## config.mk

```make
export PLATFORM = sky130hd
export DESIGN_NAME = clsr_lane
export DESIGN_NICKNAME = d
export VERILOG_FILES = /design/src/design/clsr_pkg.sv /design/src/design/clsr_lane.sv
export SDC_FILE = /design/constraint.sdc
export NUM_CORES = 2
export LEC_CHECK = 0
export BUFFER_PORTS_ARGS = -buffer_cell sky130_fd_sc_hd__buf_2
export CORE_ASPECT_RATIO = 1.1
export CORE_MARGIN = 2
export CORE_UTILIZATION = 45
export CTS_BUF_LIST = sky130_fd_sc_hd__clkbuf_4
export DETAILED_ROUTE_END_ITERATION = 6
export HOLD_SLACK_MARGIN = 0.1
export PLACE_DENSITY = 0.59
export SYNTH_ARGS = -nofsm -noshare
export SYNTH_HDL_FRONTEND = slang
export SYNTH_SLANG_ARGS = --single-unit
```

## constraint.sdc

```tcl
create_clock -name clk_i -period 15.1 [get_ports clk_i]
set_input_delay 2.265 -clock clk_i [delete_from_list [all_inputs] [get_ports clk_i]]
set_output_delay 2.265 -clock clk_i [all_outputs]
set_load 0.05 [all_outputs]
```

## src/design/clsr_pkg.sv

```systemverilog
package clsr_pkg;

  // generator and table geometry
  localparam int GEN_W       = 31;
  localparam int TABLE_DEPTH = 32;
  localparam int TAB_IDX_W   = (TABLE_DEPTH > 1) ? $clog2(TABLE_DEPTH) : 1;
  localparam int WARM_STEPS  = TABLE_DEPTH + 8;
  localparam int CNT_W       = $clog2(WARM_STEPS);

  // combined output range
  localparam longint SPAN_L = 64'd2147483562;
  localparam logic [GEN_W-1:0] SPAN       = GEN_W'(SPAN_L);
  localparam logic [GEN_W-1:0] CEIL_LIMIT = 31'd2147483305;

  // slot = shuffle output / SLOT_DIV via reciprocal plus one correction
  localparam longint SLOT_DIV_L   = 64'd1 + SPAN_L / TABLE_DEPTH;
  localparam int     SLOT_SH      = 48;
  localparam int     SLOT_QW      = 8;
  localparam int     SLOT_PROD_W  = GEN_W + 32;
  localparam int     SLOT_QD_W    = SLOT_QW + GEN_W;
  localparam logic [GEN_W-1:0] SLOT_DIV   = GEN_W'(SLOT_DIV_L);
  localparam logic [31:0]      SLOT_RECIP = 32'((64'd1 << SLOT_SH) / SLOT_DIV_L);

  // schrage lane: k = x / q by reciprocal, then fixed by one compare
  localparam int LANE_SH = 47;
  localparam int K_W     = 16;
  localparam int PROD_W  = GEN_W + 32;

  localparam longint QUO_A_L = 64'd53668;
  localparam longint QUO_B_L = 64'd52774;

  typedef struct packed {
    logic [K_W-1:0]   q;
    logic [31:0]      recip;
    logic [K_W-1:0]   mul;
    logic [K_W-1:0]   rem;
    logic [GEN_W-1:0] modulus;
  } lane_const_t;

  localparam lane_const_t LANE_A = '{
    q:       16'd53668,
    recip:   32'((64'd1 << LANE_SH) / QUO_A_L),
    mul:     16'd40014,
    rem:     16'd12211,
    modulus: 31'd2147483563
  };

  localparam lane_const_t LANE_B = '{
    q:       16'd52774,
    recip:   32'((64'd1 << LANE_SH) / QUO_B_L),
    mul:     16'd40692,
    rem:     16'd3791,
    modulus: 31'd2147483399
  };

  localparam logic [GEN_W-1:0] INIT_A = 31'd1;
  localparam logic [GEN_W-1:0] INIT_B = 31'd123456789;

  // microcode
  typedef enum logic [2:0] {
    L_NOP,
    L_LOAD,
    L_MULR,
    L_MULQ,
    L_FIX,
    L_MULAB,
    L_FIN
  } lane_op_e;

  typedef enum logic [2:0] {
    C_NEXT,
    C_JUMP,
    C_DISPATCH,
    C_LOOP,
    C_WAIT_GO
  } seq_cond_e;

  localparam int PC_W = 4;

  localparam logic [PC_W-1:0] PC_IDLE     = 4'd0;
  localparam logic [PC_W-1:0] PC_RS_LOAD  = 4'd1;
  localparam logic [PC_W-1:0] PC_W_MULR   = 4'd2;
  localparam logic [PC_W-1:0] PC_W_MULQ   = 4'd3;
  localparam logic [PC_W-1:0] PC_W_FIX    = 4'd4;
  localparam logic [PC_W-1:0] PC_W_MULAB  = 4'd5;
  localparam logic [PC_W-1:0] PC_W_FIN    = 4'd6;
  localparam logic [PC_W-1:0] PC_W_STORE  = 4'd7;
  localparam logic [PC_W-1:0] PC_D_MULR   = 4'd8;
  localparam logic [PC_W-1:0] PC_D_MULQ   = 4'd9;
  localparam logic [PC_W-1:0] PC_D_FIX    = 4'd10;
  localparam logic [PC_W-1:0] PC_D_MULAB  = 4'd11;
  localparam logic [PC_W-1:0] PC_D_FIN    = 4'd12;
  localparam logic [PC_W-1:0] PC_D_EMIT   = 4'd13;

  typedef struct packed {
    lane_op_e        lane_op;
    logic            en_b;
    logic            cnt_load;
    logic            slot_mul;
    logic            slot_fix;
    logic            tab_rd;
    logic            tab_wr_warm;
    logic            tab_wr_draw;
    logic            emit;
    seq_cond_e       cond;
    logic [PC_W-1:0] target;
  } ucode_t;

  typedef struct packed {
    logic                 slot_mul;
    logic                 slot_fix;
    logic                 rd_en;
    logic                 wr_en;
    logic                 wr_slot;
    logic [TAB_IDX_W-1:0] warm_idx;
  } tab_req_t;

  function automatic ucode_t ucode_rom(input logic [PC_W-1:0] pc);
    ucode_t w;
    w         = '0;
    w.lane_op = L_NOP;
    w.cond    = C_NEXT;
    w.target  = PC_IDLE;
    case (pc)
      PC_IDLE: begin
        w.cond   = C_DISPATCH;
        w.target = PC_D_MULR;
      end
      PC_RS_LOAD: begin
        w.lane_op  = L_LOAD;
        w.en_b     = 1'b1;
        w.cnt_load = 1'b1;
      end
      PC_W_MULR:  w.lane_op = L_MULR;
      PC_W_MULQ:  w.lane_op = L_MULQ;
      PC_W_FIX:   w.lane_op = L_FIX;
      PC_W_MULAB: w.lane_op = L_MULAB;
      PC_W_FIN:   w.lane_op = L_FIN;
      PC_W_STORE: begin
        w.tab_wr_warm = 1'b1;
        w.cond        = C_LOOP;
        w.target      = PC_W_MULR;
      end
      PC_D_MULR: begin
        w.lane_op  = L_MULR;
        w.en_b     = 1'b1;
        w.slot_mul = 1'b1;
      end
      PC_D_MULQ: begin
        w.lane_op  = L_MULQ;
        w.en_b     = 1'b1;
        w.slot_fix = 1'b1;
      end
      PC_D_FIX: begin
        w.lane_op = L_FIX;
        w.en_b    = 1'b1;
        w.tab_rd  = 1'b1;
      end
      PC_D_MULAB: begin
        w.lane_op = L_MULAB;
        w.en_b    = 1'b1;
      end
      PC_D_FIN: begin
        w.lane_op = L_FIN;
        w.en_b    = 1'b1;
      end
      PC_D_EMIT: begin
        w.emit        = 1'b1;
        w.tab_wr_draw = 1'b1;
        w.cond        = C_WAIT_GO;
        w.target      = PC_IDLE;
      end
      default: begin
        w.cond   = C_JUMP;
        w.target = PC_IDLE;
      end
    endcase
    return w;
  endfunction

endpackage

```

## src/design/clsr_lane.sv

```systemverilog
module clsr_lane (
  input  logic                       clk_i,
  input  clsr_pkg::lane_op_e         op_i,
  input  logic                       en_i,
  input  logic [clsr_pkg::GEN_W-1:0] x_i,
  input  clsr_pkg::lane_const_t      k_i,
  output logic [clsr_pkg::GEN_W-1:0] x_next_o
);
  import clsr_pkg::*;

  logic [PROD_W-1:0] prod_q;
  logic [K_W-1:0]    k_q;
  logic [K_W-1:0]    rem_q;
  logic [31:0]       kq_q;
  logic [31:0]       ta_q;
  logic [31:0]       tb_q;
  logic [K_W-1:0]    k0;
  logic [31:0]       rem0;
  logic [32:0]       diff;

  // quotient estimate is exact or one low
  assign k0   = prod_q[LANE_SH +: K_W];
  assign rem0 = 32'(x_i) - kq_q;

  always_ff @(posedge clk_i) begin
    if (en_i) begin
      case (op_i)
        L_MULR:  prod_q <= PROD_W'(x_i) * PROD_W'(k_i.recip);
        L_MULQ: begin
          k_q  <= k0;
          kq_q <= 32'(k0) * 32'(k_i.q);
        end
        L_FIX: begin
          if (rem0 >= 32'(k_i.q)) begin
            k_q   <= k_q + 1'b1;
            rem_q <= K_W'(rem0 - 32'(k_i.q));
          end else begin
            rem_q <= K_W'(rem0);
          end
        end
        L_MULAB: begin
          ta_q <= 32'(k_i.mul) * 32'(rem_q);
          tb_q <= 32'(k_q) * 32'(k_i.rem);
        end
        default: ;
      endcase
    end
  end

  // wrap a negative difference back into the modulus
  assign diff     = {1'b0, ta_q} - {1'b0, tb_q};
  assign x_next_o = diff[32] ? GEN_W'(diff + 33'(k_i.modulus)) : GEN_W'(diff);

endmodule

```

-- Word-level counts from Yosys, hierarchy flattened
Cells that the tools add are included.
- register bits after elaboration: 191
- bits in latches: 0
- bits in writable memories: 0
- ROM bits: 0
- input port bits: 147
- output and inout port bits: 31
- word-level logic and storage cells: 31
- memories kept: 0
- add/sub/neg operators: 5
- multiply operators: 4
- divide/modulo/power cells: 0
- magnitude comparators: 1
- eq/ne operators: 5
- shift operators: 0
- mux-type cells: 4
- bitwise gates (word level): 0
- reductions and logical operators: 6
- operator list (kind ; number):
    16-bit by 16-bit multiplier with 32-bit output ; 3
    31-bit by 32-bit multiplier with 63-bit output ; 1
    32-bit by 32-bit subtractor with 33-bit output ; 1
    32-bit by 16-bit greater-or-equal comparator with 1-bit output ; 1
    16-bit 2-to-1 mux ; 2
    16-bit one-hot mux with 2 select lines ; 1
    31-bit by 32-bit subtractor with 32-bit output ; 1
    31-bit adder ; 1
    31-bit 2-to-1 mux ; 1
    16-bit by 1-bit adder with 16-bit output, second input constant ; 1
    16-bit subtractor ; 1
    2-bit AND reduction ; 4
    3-bit by 2-bit == test with 1-bit output, second input constant ; 2
    3-bit == test, second input constant ; 2
    3-bit AND reduction ; 1
    2-bit inequality test, second input constant ; 1
    2-bit nonzero test ; 1

-- Depth between registers and ports, before layout
- depth in word-level cells: 4
- mapped depth: 27
- depth with buffers taken out: 26

-- Worst setup path before layout
OpenSTA, ideal clock, no wires.
- kind: input-to-reg
- start: input x_i[7] (netlist name)
- end: register prod_q[48] (data pin)
- setup time: 0.259 ns
- data arrival time: 8.819 ns
- data required time: 14.841 ns
- setup slack: 6.022 ns
- stages: 24
- path buffers: 1
- path through: clkbuf_1 nand2_1 fa_1 fa_1 fa_1 fa_1 inv_1 fa_1 fa_1 fa_1 inv_1 fa_1 inv_1 ha_1 a21o_1 a21o_1 a211o_1 a21o_1 a21o_1 a221o_1 a41oi_1 o21ai_0 a21oi_1 xnor2_1
- longest elaborated chain between the ends: 1
- ends and longest elaborated chain (what ; line ; source):
    from (decl) ; clsr_lane.sv:5 ; input logic [clsr_pkg::GEN_W-1:0] x_i,
    31-bit by 32-bit multiplier with 63-bit output ; clsr_lane.sv:28 ; L_MULR: prod_q <= PROD_W'(x_i) * PROD_W'(k_i.recip);
    to (signal assigned) ; clsr_lane.sv:28 ;
    to (decl) ; clsr_lane.sv:11 ; logic [PROD_W-1:0] prod_q;
Every way passes these cells.
A chain may end at the register's enable or synchronous reset.

-- Final worst setup path
- start: input k_i[79] (netlist name)
- end: register prod_q[58] (data pin)
- longest elaborated chain between the ends: 1
- ends and longest elaborated chain (what ; line ; source):
    from (decl) ; clsr_lane.sv:6 ; input clsr_pkg::lane_const_t k_i,
    31-bit by 32-bit multiplier with 63-bit output ; clsr_lane.sv:28 ;
Every way passes these cells.

==> qor.csv <==
metric,value,unit
port bufs,177,
cells after synthesis,7319,
Die ar.,0.1509,mm2
DR pass1 iterations,6,
Post-Synth XOR/XNOR Area,0.02568,
share of layout cells above drive strength 1,0.04437,
antenna violations before repair,9,
CTS root buffer,clkbuf_4,
Initial Util,0.4542,
largest cells by area after synthesis,"fa_1, ha_1, inv_1, and2_1, edfxtp_1",
adder-cell share of the synthesized area,0.5638,
R2R Path End,kq_q[31],
Filler cells,14200,
Fmax,97.97,MHz
Critical Path Source Type,input port,
main combinational cell family by area after synthesis,adder cells,
remaining global-route overflow,0,
met3 wire length,8.493,mm
DRC viols,0,
largest net degree at the start of global routing,65,
Die X,370.5,um
io pins,178,
Via Count,48990,
htree depth,4,
dpl ws,4.286,ns
hold endpoint,k_q[9],
Site Rows,147,
drt wl/cell,19.56,um
Chip Height,407.2,um
routability-driven placement congestion ratio,0.9413,
# setup viols final,0,
Yosys top cell area share,0.4368,
depth of the most critical reg-to-reg path,23,
first-pass GRT wire length,294.6,mm
Synth Area in Simple Gates,0.1669,
"commonest non-fill, non-tap cell in the layout",inv_1,
HPWL after DPL,139.0,mm
CP bufs+invs,3,
CTS Hold Bufs,0,
syn_area_per_cell,9.086,um2
Cell variety after synth,80,
Crit. path cell count,23,
GRT Util Overall,0.2486,
part of the cycle the worst path needs,0.6760,
WHS,0.7092,ns
CP max stage cell,a221oi_1,
clk_skew,0.04444,ns
"Req. time, crit path",15.55,ns
status,"complete, no violations",
Worst path max stage delay,0.81,ns
Crit. End Element,flop,
Hold Startpoint,k_q[9],
nets@finish,9517,
Slew Limit Fails,0,
"Primary FF master, synth",edfxtp_1,
critical-path cell list,"buf_2, and2_1, fa_1, fa_1, inv_1, fa_1, fa_1, inv_1, fa_1, fa_1, fa_1, fa_1, ha_1, a21oi_1, o21ai_0, a32o_1, a221oi_1, nand3_1, o21ai_1, o21ai_1, a31oi_1, nor3_1, a311o_1",
post-synthesis cell area,0.06650,mm2
Final TNS setup,0,ns
CTS tree,done,
Mapped Nets,9592,
R2R setup slack,7.81,ns
unrepaired setup endpoints after global routing,false,
DRT iter0 DRCs,2777,
vias in the first global route,53940,
final worst setup slack,4.893,ns
Crit path top cell by count,fa_1,
Least-Margin Pin Slew,1.133,ns
"Seq/Total Area, Yosys",0.06503,
WL final,180.0,mm
CP arrival,10.66,ns
Worst-Skew Late Latency,0.68,ns
most frequent cells in the layout,"inv_1, fa_1, nand2_1",
Synth area leader,fa_1,
cts repair resizes,0,
met1 wire length,75.66,mm
yosys warns,0,
worst hold path type,reg2reg,
Antenna Violating Nets Remaining,0,
Rel. slew slack,0.2254,
CTS Buf Count,17,
Worst-path clk slew,0.17,ns
final hold violation count,0,
R2R Path Start,prod_q[59],
CP Class,in2reg,
Async SR Flop Fraction,0,
mux contribution to synthesized area,0.005513,
P&R area growth vs syn,4.217,%
detailed-routed wire length on met2,90.62,mm
Post-synth EDFFs,144,
Post-CTS Setup Bufs,0,
fin crit period,10.21,ns
crit-path max FO,31,
Compound-Gate Fraction of Synth Area,0.06508,
"flops & latches, synth",144,
hold path cells,2,
max cap viols,0,
Via density,5.325,
final core occ,0.4734,
max layer used,met5,
clk sinks,144,
Placeable Area,0.1464,mm2
clk buf depth,2,
Top delay family on crit path,adder cells,
==> state kept, by name (all words and copies together), names as in the netlist <==
signal  flops
k_q        16
kq_q       32
prod_q     16
rem_q      16
ta_q       32
tb_q       32
==> cells in the mapped netlist, drive strengths merged (23+ instances only) <==
cell and n:
clkbuf 317, edfxtp 144, ha 675, nor2b 25, nor2 113, o21ai 111, a21oi 192, xor2 62
nand3 39, nand4 23, and2 820, o21bai 35, nand2b 35, a211oi 31, nand2 1070, o21a 26
inv 1583, mux2 24, and3 25, nor3 53, xnor2 133, a21o 126, fa 1451
==> through the flow <==
stage | area [um2] | std cells
2_1_floorplan | 66500 | 7319
6_report | 69300 | 9200
4_1_cts | 69290 | 9194
5_1_grt | 69290 | 9196
3_5_place_dp | 69010 | 9162
3_3_place_gp | 69010 | 9162
==> how the worst max path moves through the flow <==
stage            start          to  slack, ns
6_report       k_i[79]  prod_q[58]       4.89
5_1_grt        k_i[81]  prod_q[62]       4.61
4_1_cts        k_i[81]  prod_q[62]       5.06
3_5_place_dp   k_i[81]  prod_q[62]       4.29
3_3_place_gp   k_i[81]  prod_q[62]       4.35
2_1_floorplan   x_i[7]  prod_q[48]       6.02
==> cells by family after synthesis <==
logic type,after synthesis
and+or+nand+nor,2255
xor gates and xnor gates,195
buffers and inverters,1910
DFF,144
AOI/OAI and AO/OA,658
muxes,31
adders and majority gates,2126
==> layout make-up <==
| type | instances | area (um2) | share of cell area |
|---|---|---|---|
| clock buffer | 17 | 127.6 | 0.001842 |
| antenna | 6 | 15.01 | 0.0002166 |
| multi-input combinational | 5265 | 55020 | 0.7939 |
| tap | 1937 | 2424 | 0.03497 |
| inverter | 1583 | 5942 | 0.08574 |
| sequential | 144 | 4324 | 0.06240 |
| clock inverter | 15 | 146.4 | 0.002112 |
| timing repair buffer | 233 | 1306 | 0.01885 |
==> layer usage <==
layer  track usage  up-vias
met1        0.3276    25410
met5             0        -
met2        0.4376     1323
li1              -    21960
met3       0.02339      293
met4       0.06373        4
==> worst reg2reg max path, cell delays in order (launching register included) <==
cell and delay [ns]:
edfxtp_1 1.00, nand2_1 0.21, fa_1 0.58, inv_1 0.06
fa_1 0.53, inv_1 0.05, fa_1 0.49, inv_1 0.05
fa_1 0.54, inv_1 0.05, fa_1 0.47, inv_1 0.05
fa_1 0.44, ha_1 0.36, inv_1 0.13, o22ai_1 0.09
a2111oi_0 0.47, o21ai_0 0.30, a21oi_1 0.28, a21oi_1 0.17
a41oi_1 0.30, o21ai_0 0.13, a21oi_1 0.22, xnor2_1 0.10
Power is not shown: default switching activity piles up to over one toggle a cycle in this logic, so the estimate is an artifact.
