File: src/design/clsr_pkg.sv
package clsr_pkg;

  // generator and table geometry
  localparam int GEN_W       = 31;
  localparam int TABLE_DEPTH = 32;
  localparam int TAB_IDX_W   = (TABLE_DEPTH > 1) ? $clog2(TABLE_DEPTH) : 1;
  localparam int WARM_STEPS  = TABLE_DEPTH + 8;
  localparam int CNT_W       = $clog2(WARM_STEPS);

  // combined output range
  localparam longint SPAN_L = 64'd2147483562;
  localparam logic [GEN_W-1:0] SPAN       = GEN_W'(SPAN_L);
  localparam logic [GEN_W-1:0] CEIL_LIMIT = 31'd2147483305;

  // slot = shuffle output / SLOT_DIV via reciprocal plus one correction
  localparam longint SLOT_DIV_L   = 64'd1 + SPAN_L / TABLE_DEPTH;
  localparam int     SLOT_SH      = 48;
  localparam int     SLOT_QW      = 8;
  localparam int     SLOT_PROD_W  = GEN_W + 32;
  localparam int     SLOT_QD_W    = SLOT_QW + GEN_W;
  localparam logic [GEN_W-1:0] SLOT_DIV   = GEN_W'(SLOT_DIV_L);
  localparam logic [31:0]      SLOT_RECIP = 32'((64'd1 << SLOT_SH) / SLOT_DIV_L);

  // schrage lane: k = x / q by reciprocal, then fixed by one compare
  localparam int LANE_SH = 47;
  localparam int K_W     = 16;
  localparam int PROD_W  = GEN_W + 32;

  localparam longint QUO_A_L = 64'd53668;
  localparam longint QUO_B_L = 64'd52774;

  typedef struct packed {
    logic [K_W-1:0]   q;
    logic [31:0]      recip;
    logic [K_W-1:0]   mul;
    logic [K_W-1:0]   rem;
    logic [GEN_W-1:0] modulus;
  } lane_const_t;

  localparam lane_const_t LANE_A = '{
    q:       16'd53668,
    recip:   32'((64'd1 << LANE_SH) / QUO_A_L),
    mul:     16'd40014,
    rem:     16'd12211,
    modulus: 31'd2147483563
  };

  localparam lane_const_t LANE_B = '{
    q:       16'd52774,
    recip:   32'((64'd1 << LANE_SH) / QUO_B_L),
    mul:     16'd40692,
    rem:     16'd3791,
    modulus: 31'd2147483399
  };

  localparam logic [GEN_W-1:0] INIT_A = 31'd1;
  localparam logic [GEN_W-1:0] INIT_B = 31'd123456789;

  // microcode
  typedef enum logic [2:0] {
    L_NOP,
    L_LOAD,
    L_MULR,
    L_MULQ,
    L_FIX,
    L_MULAB,
    L_FIN
  } lane_op_e;

  typedef enum logic [2:0] {
    C_NEXT,
    C_JUMP,
    C_DISPATCH,
    C_LOOP,
    C_WAIT_GO
  } seq_cond_e;

  localparam int PC_W = 4;

  localparam logic [PC_W-1:0] PC_IDLE     = 4'd0;
  localparam logic [PC_W-1:0] PC_RS_LOAD  = 4'd1;
  localparam logic [PC_W-1:0] PC_W_MULR   = 4'd2;
  localparam logic [PC_W-1:0] PC_W_MULQ   = 4'd3;
  localparam logic [PC_W-1:0] PC_W_FIX    = 4'd4;
  localparam logic [PC_W-1:0] PC_W_MULAB  = 4'd5;
  localparam logic [PC_W-1:0] PC_W_FIN    = 4'd6;
  localparam logic [PC_W-1:0] PC_W_STORE  = 4'd7;
  localparam logic [PC_W-1:0] PC_D_MULR   = 4'd8;
  localparam logic [PC_W-1:0] PC_D_MULQ   = 4'd9;
  localparam logic [PC_W-1:0] PC_D_FIX    = 4'd10;
  localparam logic [PC_W-1:0] PC_D_MULAB  = 4'd11;
  localparam logic [PC_W-1:0] PC_D_FIN    = 4'd12;
  localparam logic [PC_W-1:0] PC_D_EMIT   = 4'd13;

  typedef struct packed {
    lane_op_e        lane_op;
    logic            en_b;
    logic            cnt_load;
    logic            slot_mul;
    logic            slot_fix;
    logic            tab_rd;
    logic            tab_wr_warm;
    logic            tab_wr_draw;
    logic            emit;
    seq_cond_e       cond;
    logic [PC_W-1:0] target;
  } ucode_t;

  typedef struct packed {
    logic                 slot_mul;
    logic                 slot_fix;
    logic                 rd_en;
    logic                 wr_en;
    logic                 wr_slot;
    logic [TAB_IDX_W-1:0] warm_idx;
  } tab_req_t;

  function automatic ucode_t ucode_rom(input logic [PC_W-1:0] pc);
    ucode_t w;
    w         = '0;
    w.lane_op = L_NOP;
    w.cond    = C_NEXT;
    w.target  = PC_IDLE;
    case (pc)
      PC_IDLE: begin
        w.cond   = C_DISPATCH;
        w.target = PC_D_MULR;
      end
      PC_RS_LOAD: begin
        w.lane_op  = L_LOAD;
        w.en_b     = 1'b1;
        w.cnt_load = 1'b1;
      end
      PC_W_MULR:  w.lane_op = L_MULR;
      PC_W_MULQ:  w.lane_op = L_MULQ;
      PC_W_FIX:   w.lane_op = L_FIX;
      PC_W_MULAB: w.lane_op = L_MULAB;
      PC_W_FIN:   w.lane_op = L_FIN;
      PC_W_STORE: begin
        w.tab_wr_warm = 1'b1;
        w.cond        = C_LOOP;
        w.target      = PC_W_MULR;
      end
      PC_D_MULR: begin
        w.lane_op  = L_MULR;
        w.en_b     = 1'b1;
        w.slot_mul = 1'b1;
      end
      PC_D_MULQ: begin
        w.lane_op  = L_MULQ;
        w.en_b     = 1'b1;
        w.slot_fix = 1'b1;
      end
      PC_D_FIX: begin
        w.lane_op = L_FIX;
        w.en_b    = 1'b1;
        w.tab_rd  = 1'b1;
      end
      PC_D_MULAB: begin
        w.lane_op = L_MULAB;
        w.en_b    = 1'b1;
      end
      PC_D_FIN: begin
        w.lane_op = L_FIN;
        w.en_b    = 1'b1;
      end
      PC_D_EMIT: begin
        w.emit        = 1'b1;
        w.tab_wr_draw = 1'b1;
        w.cond        = C_WAIT_GO;
        w.target      = PC_IDLE;
      end
      default: begin
        w.cond   = C_JUMP;
        w.target = PC_IDLE;
      end
    endcase
    return w;
  endfunction

endpackage

File: src/design/clsr_seq.sv
module clsr_seq (
  input  logic                      clk_i,
  input  logic                      rst_ni,
  input  logic                      in_fire_i,
  input  logic                      reseed_i,
  input  logic                      out_busy_i,
  output clsr_pkg::ucode_t          uc_o,
  output logic                      go_o,
  output logic                      idle_o,
  output logic [clsr_pkg::CNT_W-1:0] cnt_o
);
  import clsr_pkg::*;

  logic [PC_W-1:0]  pc_q, pc_d;
  logic [CNT_W-1:0] cnt_q, cnt_d;
  ucode_t           uc;
  logic             go;

  assign uc = ucode_rom(pc_q);

  always_comb begin
    pc_d  = pc_q + 1'b1;
    cnt_d = cnt_q;
    go    = 1'b1;
    case (uc.cond)
      C_NEXT: ;
      C_JUMP: pc_d = uc.target;
      C_DISPATCH: begin
        if (!in_fire_i) begin
          pc_d = pc_q;
        end else if (!reseed_i) begin
          pc_d = uc.target;
        end
      end
      C_LOOP: begin
        if (cnt_q != '0) begin
          cnt_d = cnt_q - 1'b1;
          pc_d  = uc.target;
        end
      end
      C_WAIT_GO: begin
        if (out_busy_i) begin
          pc_d = pc_q;
          go   = 1'b0;
        end else begin
          pc_d = uc.target;
        end
      end
      default: pc_d = PC_IDLE;
    endcase
    if (uc.cnt_load) begin
      cnt_d = CNT_W'(WARM_STEPS - 1);
    end
  end

  always_ff @(posedge clk_i or negedge rst_ni) begin
    if (!rst_ni) begin
      pc_q  <= PC_IDLE;
      cnt_q <= '0;
    end else begin
      pc_q  <= pc_d;
      cnt_q <= cnt_d;
    end
  end

  assign uc_o   = uc;
  assign go_o   = go;
  assign idle_o = (pc_q == PC_IDLE);
  assign cnt_o  = cnt_q;

endmodule

File: config.mk
export PLATFORM = sky130hd
export DESIGN_NAME = clsr_seq
export DESIGN_NICKNAME = d
export VERILOG_FILES = /design/src/design/clsr_pkg.sv /design/src/design/clsr_seq.sv
export SDC_FILE = /design/constraint.sdc
export NUM_CORES = 1
export LEC_CHECK = 0
export BUFFER_PORTS_ARGS = -buffer_cell sky130_fd_sc_hd__buf_2
export CAP_MARGIN = 20
export CORE_ASPECT_RATIO = 0.6
export CORE_UTILIZATION = 35
export CTS_CLUSTER_SIZE = 25
export DETAILED_ROUTE_END_ITERATION = 8
export PLACE_DENSITY_LB_ADDON = 0.08
export SLEW_MARGIN = 25
export SYNTH_ARGS = -nofsm -noshare
export SYNTH_HDL_FRONTEND = slang
export SYNTH_SLANG_ARGS = --single-unit
export TNS_END_PERCENT = 50
File: constraint.sdc
create_clock -name clk_i -period 3.05 [get_ports clk_i]
set_input_delay 0.4575 -clock clk_i [delete_from_list [all_inputs] [get_ports clk_i]]
set_output_delay 0.4575 -clock clk_i [all_outputs]
set_load 0.01 [all_outputs]
# Word-level counts from Yosys, hierarchy flattened
# Index checks and enable logic that the tools add are counted.
[word_totals] output_inout_bits=26 reg_bits=10 word_cells=56
[classes] n_eq_ne=19 reduce_logical=14 addsub=2 n_mux=19
[op_table] cell="7-bit one-hot mux with 4 select lines" n=1
[op_table] cell="4-bit == test, second input constant" n=6
[op_table] cell="4-bit one-hot mux with 5 select lines" n=1
[op_table] cell="6-bit two-way mux" n=3
[op_table] cell="3-bit one-hot mux with 6 select lines" n=1
[op_table] cell="4-bit by 3-bit == test with 1-bit output, second input constant" n=4
[op_table] cell="4-bit two-way mux" n=4
[op_table] cell="11-bit OR reduction" n=1
[op_table] cell="2-bit OR reduction" n=5
[op_table] cell="4-bit by 2-bit == test with 1-bit output, second input constant" n=2
[op_table] cell="1-bit two-way mux" n=8
[op_table] cell="3-bit by 2-bit == test with 1-bit output, second input constant" n=2
[op_table] cell="6-bit nonzero test" n=1
[op_table] cell="6-bit OR reduction" n=1
[op_table] cell="6-bit by 1-bit subtractor with 6-bit output, second input constant" n=1
[op_table] cell="4-bit by 1-bit adder with 4-bit output, second input constant" n=1
[op_table] cell="4-bit by 1-bit == test with 1-bit output, second input constant" n=1
[op_table] cell="4-bit logical NOT" n=1
[op_table] cell="2-bit inequality test, second input constant" n=2
[op_table] cell="2-bit AND reduction" n=2
[op_table] cell="2-bit nonzero test" n=2
[op_table] cell="3-bit by 1-bit == test with 1-bit output, second input constant" n=1
[op_table] cell="3-bit == test, second input constant" n=1
[op_table] cell="3-bit logical NOT" n=1
[op_table] cell="2-bit two-way mux" n=1

# Depth between registers and ports, before layout
[logic_depth] depth_word=6 mapped_depth=8

# Worst setup path before layout
# Ideal clock, no wire load.
[synth_timing] path_type="register -> output" from="register pc_q[1]" to="output uc_o[13] (netlist name)" stages_incl_launch_ff=8 arrival_time_ps=1504 path_slack_ps=1088 required_time_ps=2592 cell_sequence="dfrtp_1 > inv_1 > ha_1 > clkbuf_1 > inv_1 > or3_1 > clkbuf_1 > inv_1"
[synth_lines] item="from (decl)" line_no="clsr_seq.sv:14" source="logic [PC_W-1:0] pc_q, pc_d;"
[synth_lines] item="from (signal assigned)" line_no="clsr_seq.sv:61" source="pc_q <= pc_d;"
[synth_lines] item="to (decl)" line_no="clsr_seq.sv:7" source="output clsr_pkg::ucode_t uc_o,"

==> results.sh <==
export IMPL_status="finished, final reports clean"
export IMPL_seq_power_share_pct=24.2
export IMPL_clock_latency_ns=0.24
export IMPL_cts_root_buf="clkbuf_8"
export IMPL_cpMostUsedCell="inv_1"
export IMPL_initial_core_util_pct=37.9
export IMPL_syn_avg_cell_area_sq_um=8.30
export IMPL_drc=0
export IMPL_required_ns=2.59
export IMPL_dpl_cell_area_sq_um=967
export IMPL_ir_worst_vdd_uv=338
export IMPL_clk_pin_slew_worst_paths_ns=0.05
export IMPL_critPathArrivalTime_ns=1.91
export IMPL_setup_tns_final_ns=0
export IMPL_setup_viol=0
export IMPL_post_cts_resized=0
export IMPL_syn_area_sq_um=838
export IMPL_min_period_over_period_pct=77.5
export IMPL_grt_pass1_vias=577
export IMPL_cp_top_family="buffers and inverters"
export IMPL_critPathCaptureType="output port"
export IMPL_worst_path_max_fanout=10
export IMPL_hp_class="input pin to async pin"
export IMPL_first_pass_iters=4
export IMPL_met1_length_mm=1.14
export IMPL_core_rowCount=13
export IMPL_cts_hold_buf=0
export IMPL_fin_nets=136
export IMPL_internal_power_w=0.000509
export IMPL_finClkSkew_ns=0.00652
export IMPL_wl_mm=1.88
export IMPL_tritoncts="yes"
export IMPL_cp_slowest_stage_delay_ns=0.44
export IMPL_die_h_um=39.9
export IMPL_design_core_area_sq_mm=0.00221
export IMPL_cp_buffers_inverters=4
export IMPL_yosys_warnings=0
export IMPL_synthTopCellsByArea="dfrtp_1 30%, ha_1 7.5%, buf_4 4.5%"
export IMPL_yosys_area_top_type_share_pct=29.9
export IMPL_gp_congestion=0.742
export IMPL_io_pins=31
export IMPL_crit_chain="inv_1 > ha_1 > inv_1 > or3_1 > inv_1 > buf_2"
export IMPL_cts_htree_levels=1
export IMPL_antenna_left=0
export IMPL_cts_buffers=3
export IMPL_critPathLaunchType="flip-flop"
export IMPL_power_switching_w=0.000432
export IMPL_tightest_slew_ns=0.502
export IMPL_io_buffers=28
export IMPL_worst_r2r_endpoint="pc_q[1]$_DFFE_PN0P_"
export IMPL_synth_distinct_cells=38
export IMPL_postLayoutCellArea_sq_mm=0.00102
export IMPL_hpwl_mm=1.46
export IMPL_postCtsSetupBuffers=0
export IMPL_ff2ff_path_depth=7
export IMPL_rsz0062_at_grt="no"
export IMPL_swShare_pct=45.9
export IMPL_ys_seq_elements=10
export IMPL_grt_overflow=0
export IMPL_min_period_ns=2.36
export IMPL_r2r_start="pc_q[0]$_DFFE_PN0P_"
export IMPL_diodes=0
export IMPL_pwr_share_clk_pct=17.4
export IMPL_slowest_stage="or3_1"
export IMPL_dr_wl_met2_um=648
export IMPL_grt_usage_pct=15.6
export IMPL_slew_headroom_pct=66.6
export IMPL_layout_common_cells="28 x buf_2, 10 x dfrtp_1, 8 x inv_1, 7 x nand2_1"
export IMPL_top_layer_used="met4"
export IMPL_vias_per_cell=4.81
export IMPL_grt_pass1_wl_mm=2.86
export IMPL_synth_top_cell_by_area="dfrtp_1"
export IMPL_cts_buffer_depth=2
export IMPL_syn_to_final_growth_pct=21.9
export IMPL_hold_worst_slack_ns=0.0751
export IMPL_grt_max_degree=18
export IMPL_finalMaxSlewViolations=0
export IMPL_p_comb_share_pct=58.4
export IMPL_route_vias_total=746
export IMPL_p_leak_nw=0.530
export IMPL_path_class="flip-flop to output port"
export IMPL_wl_met3_um=79
export IMPL_die_area_sq_mm=0.00260
export IMPL_final_hold_viol_count=0
export IMPL_p_per_area_mw_per_mm2=920
export IMPL_r2r_setup_slack_ns=0.95
export IMPL_mostFrequentLayoutCell="buf_2"
export IMPL_maxCapViolCount=0
export IMPL_die_w_um=65.2
export IMPL_drtIter0Drc=18
export IMPL_fmax_mhz=423
export IMPL_synthCells=101
export IMPL_final_layout_size_suffix_gt1_share_pct=29.6
export IMPL_avgRoutedWirePerCell_um=12.1
export IMPL_yosysSeqAreaShare_pct=29.9
export IMPL_clock_sinks=10
export IMPL_antenna_found_initial=0
==> layout make-up <==
cell class | count | area, sq um
repair buffers | 28 | 140
clock buffers | 4 | 55.1
well taps | 30 | 37.5
inverters | 9 | 33.8
fillers | 239 | 1190
flip-flops and latches | 10 | 250
multi-input cells | 74 | 505
==> cell usage after synthesis, drive strengths merged <==
cell	n
xnor2	2
or3	2
clkbuf	4
o31ai	1
nand2b	2
nor4	2
nor3b	1
a211oi	1
o21a	3
a21o	2
nand3b	2
nand2	7
mux2i	2
ha	5
and2	4
nand3	1
and3	1
dfrtp	10
inv	9
xor2	3
o211ai	3
buf	5
nor2	6
nor3	2
o21ai	8
nand4	1
o221ai	1
a21oi	3
o311ai	1
nor2b	2
o22ai	1
or3b	1
o2111ai	1
conb	1
or4	1
==> layer usage <==
metal	track usage (%)	vias up
met4	3.26	0
met5	0	-
met2	17.3	13
met1	24.7	339
met3	6.98	2
li1	-	392
==> stage by stage <==
step	power, W	setup WS, ns	std cells	utilization [%]
after floorplan	0.000618	1.09	102	-
after global placement	0.000773	1.00	151	43.7
after detailed placement	0.000775	0.953	151	43.7
after CTS	0.000943	0.693	155	46.2
after global routing	0.00103	0.519	155	46.2
final	0.000941	0.687	155	46.2
==> state kept, by name, indices dropped and copies added (netlist names) <==
name / cells
cnt_o: 6
pc_q: 4
==> worst max-delay path by stage <==
stage / cells past startpoint / startpoint / slack [ns] / to
2_1_floorplan: 7 / pc_q[1]$_DFFE_PN0P_ / 1.09 / uc_o[13]
3_5_place_dp: 6 / pc_q[1]$_DFFE_PN0P_ / 0.95 / uc_o[13]
6_report: 6 / pc_q[1]$_DFFE_PN0P_ / 0.69 / uc_o[13]
3_3_place_gp: 7 / pc_q[0]$_DFFE_PN0P_ / 1.0 / pc_q[1]$_DFFE_PN0P_
4_1_cts: 6 / pc_q[1]$_DFFE_PN0P_ / 0.69 / uc_o[13]
5_1_grt: 6 / pc_q[1]$_DFFE_PN0P_ / 0.52 / uc_o[13]
==> power groups by stage <==
stage	registers (W)	logic, W	clock network, W
after detailed placement	0.000227	0.000548	0
after global routing	0.000235	0.000622	0.000173
after global placement	0.000228	0.000545	0
after floorplan	0.000196	0.000423	0
final	0.000228	0.000550	0.000163
after CTS	0.000226	0.000551	0.000166
==> cells by family after synthesis <==
logic type	synth area share, %
adder cells (fa/ha/maj)	7.46
AO/OA/AOI/OAI	20.6
XOR/XNOR	5.22
AND/OR/NAND/NOR	23.7
multiplexers	2.39
flip-flops	29.9
buffers and inverters	10.3
other	0.447
==> worst reg2reg max path, cell delays in order, from the launching register on <==
cell,delay [ns]
dfrtp_1,0.41
inv_1,0.14
ha_1,0.32
or3b_1,0.47
inv_2,0.12
a211oi_2,0.07
nor3_1,0.25
o221ai_1,0.17
No activity file was read; power rests on OpenSTA's default activity.
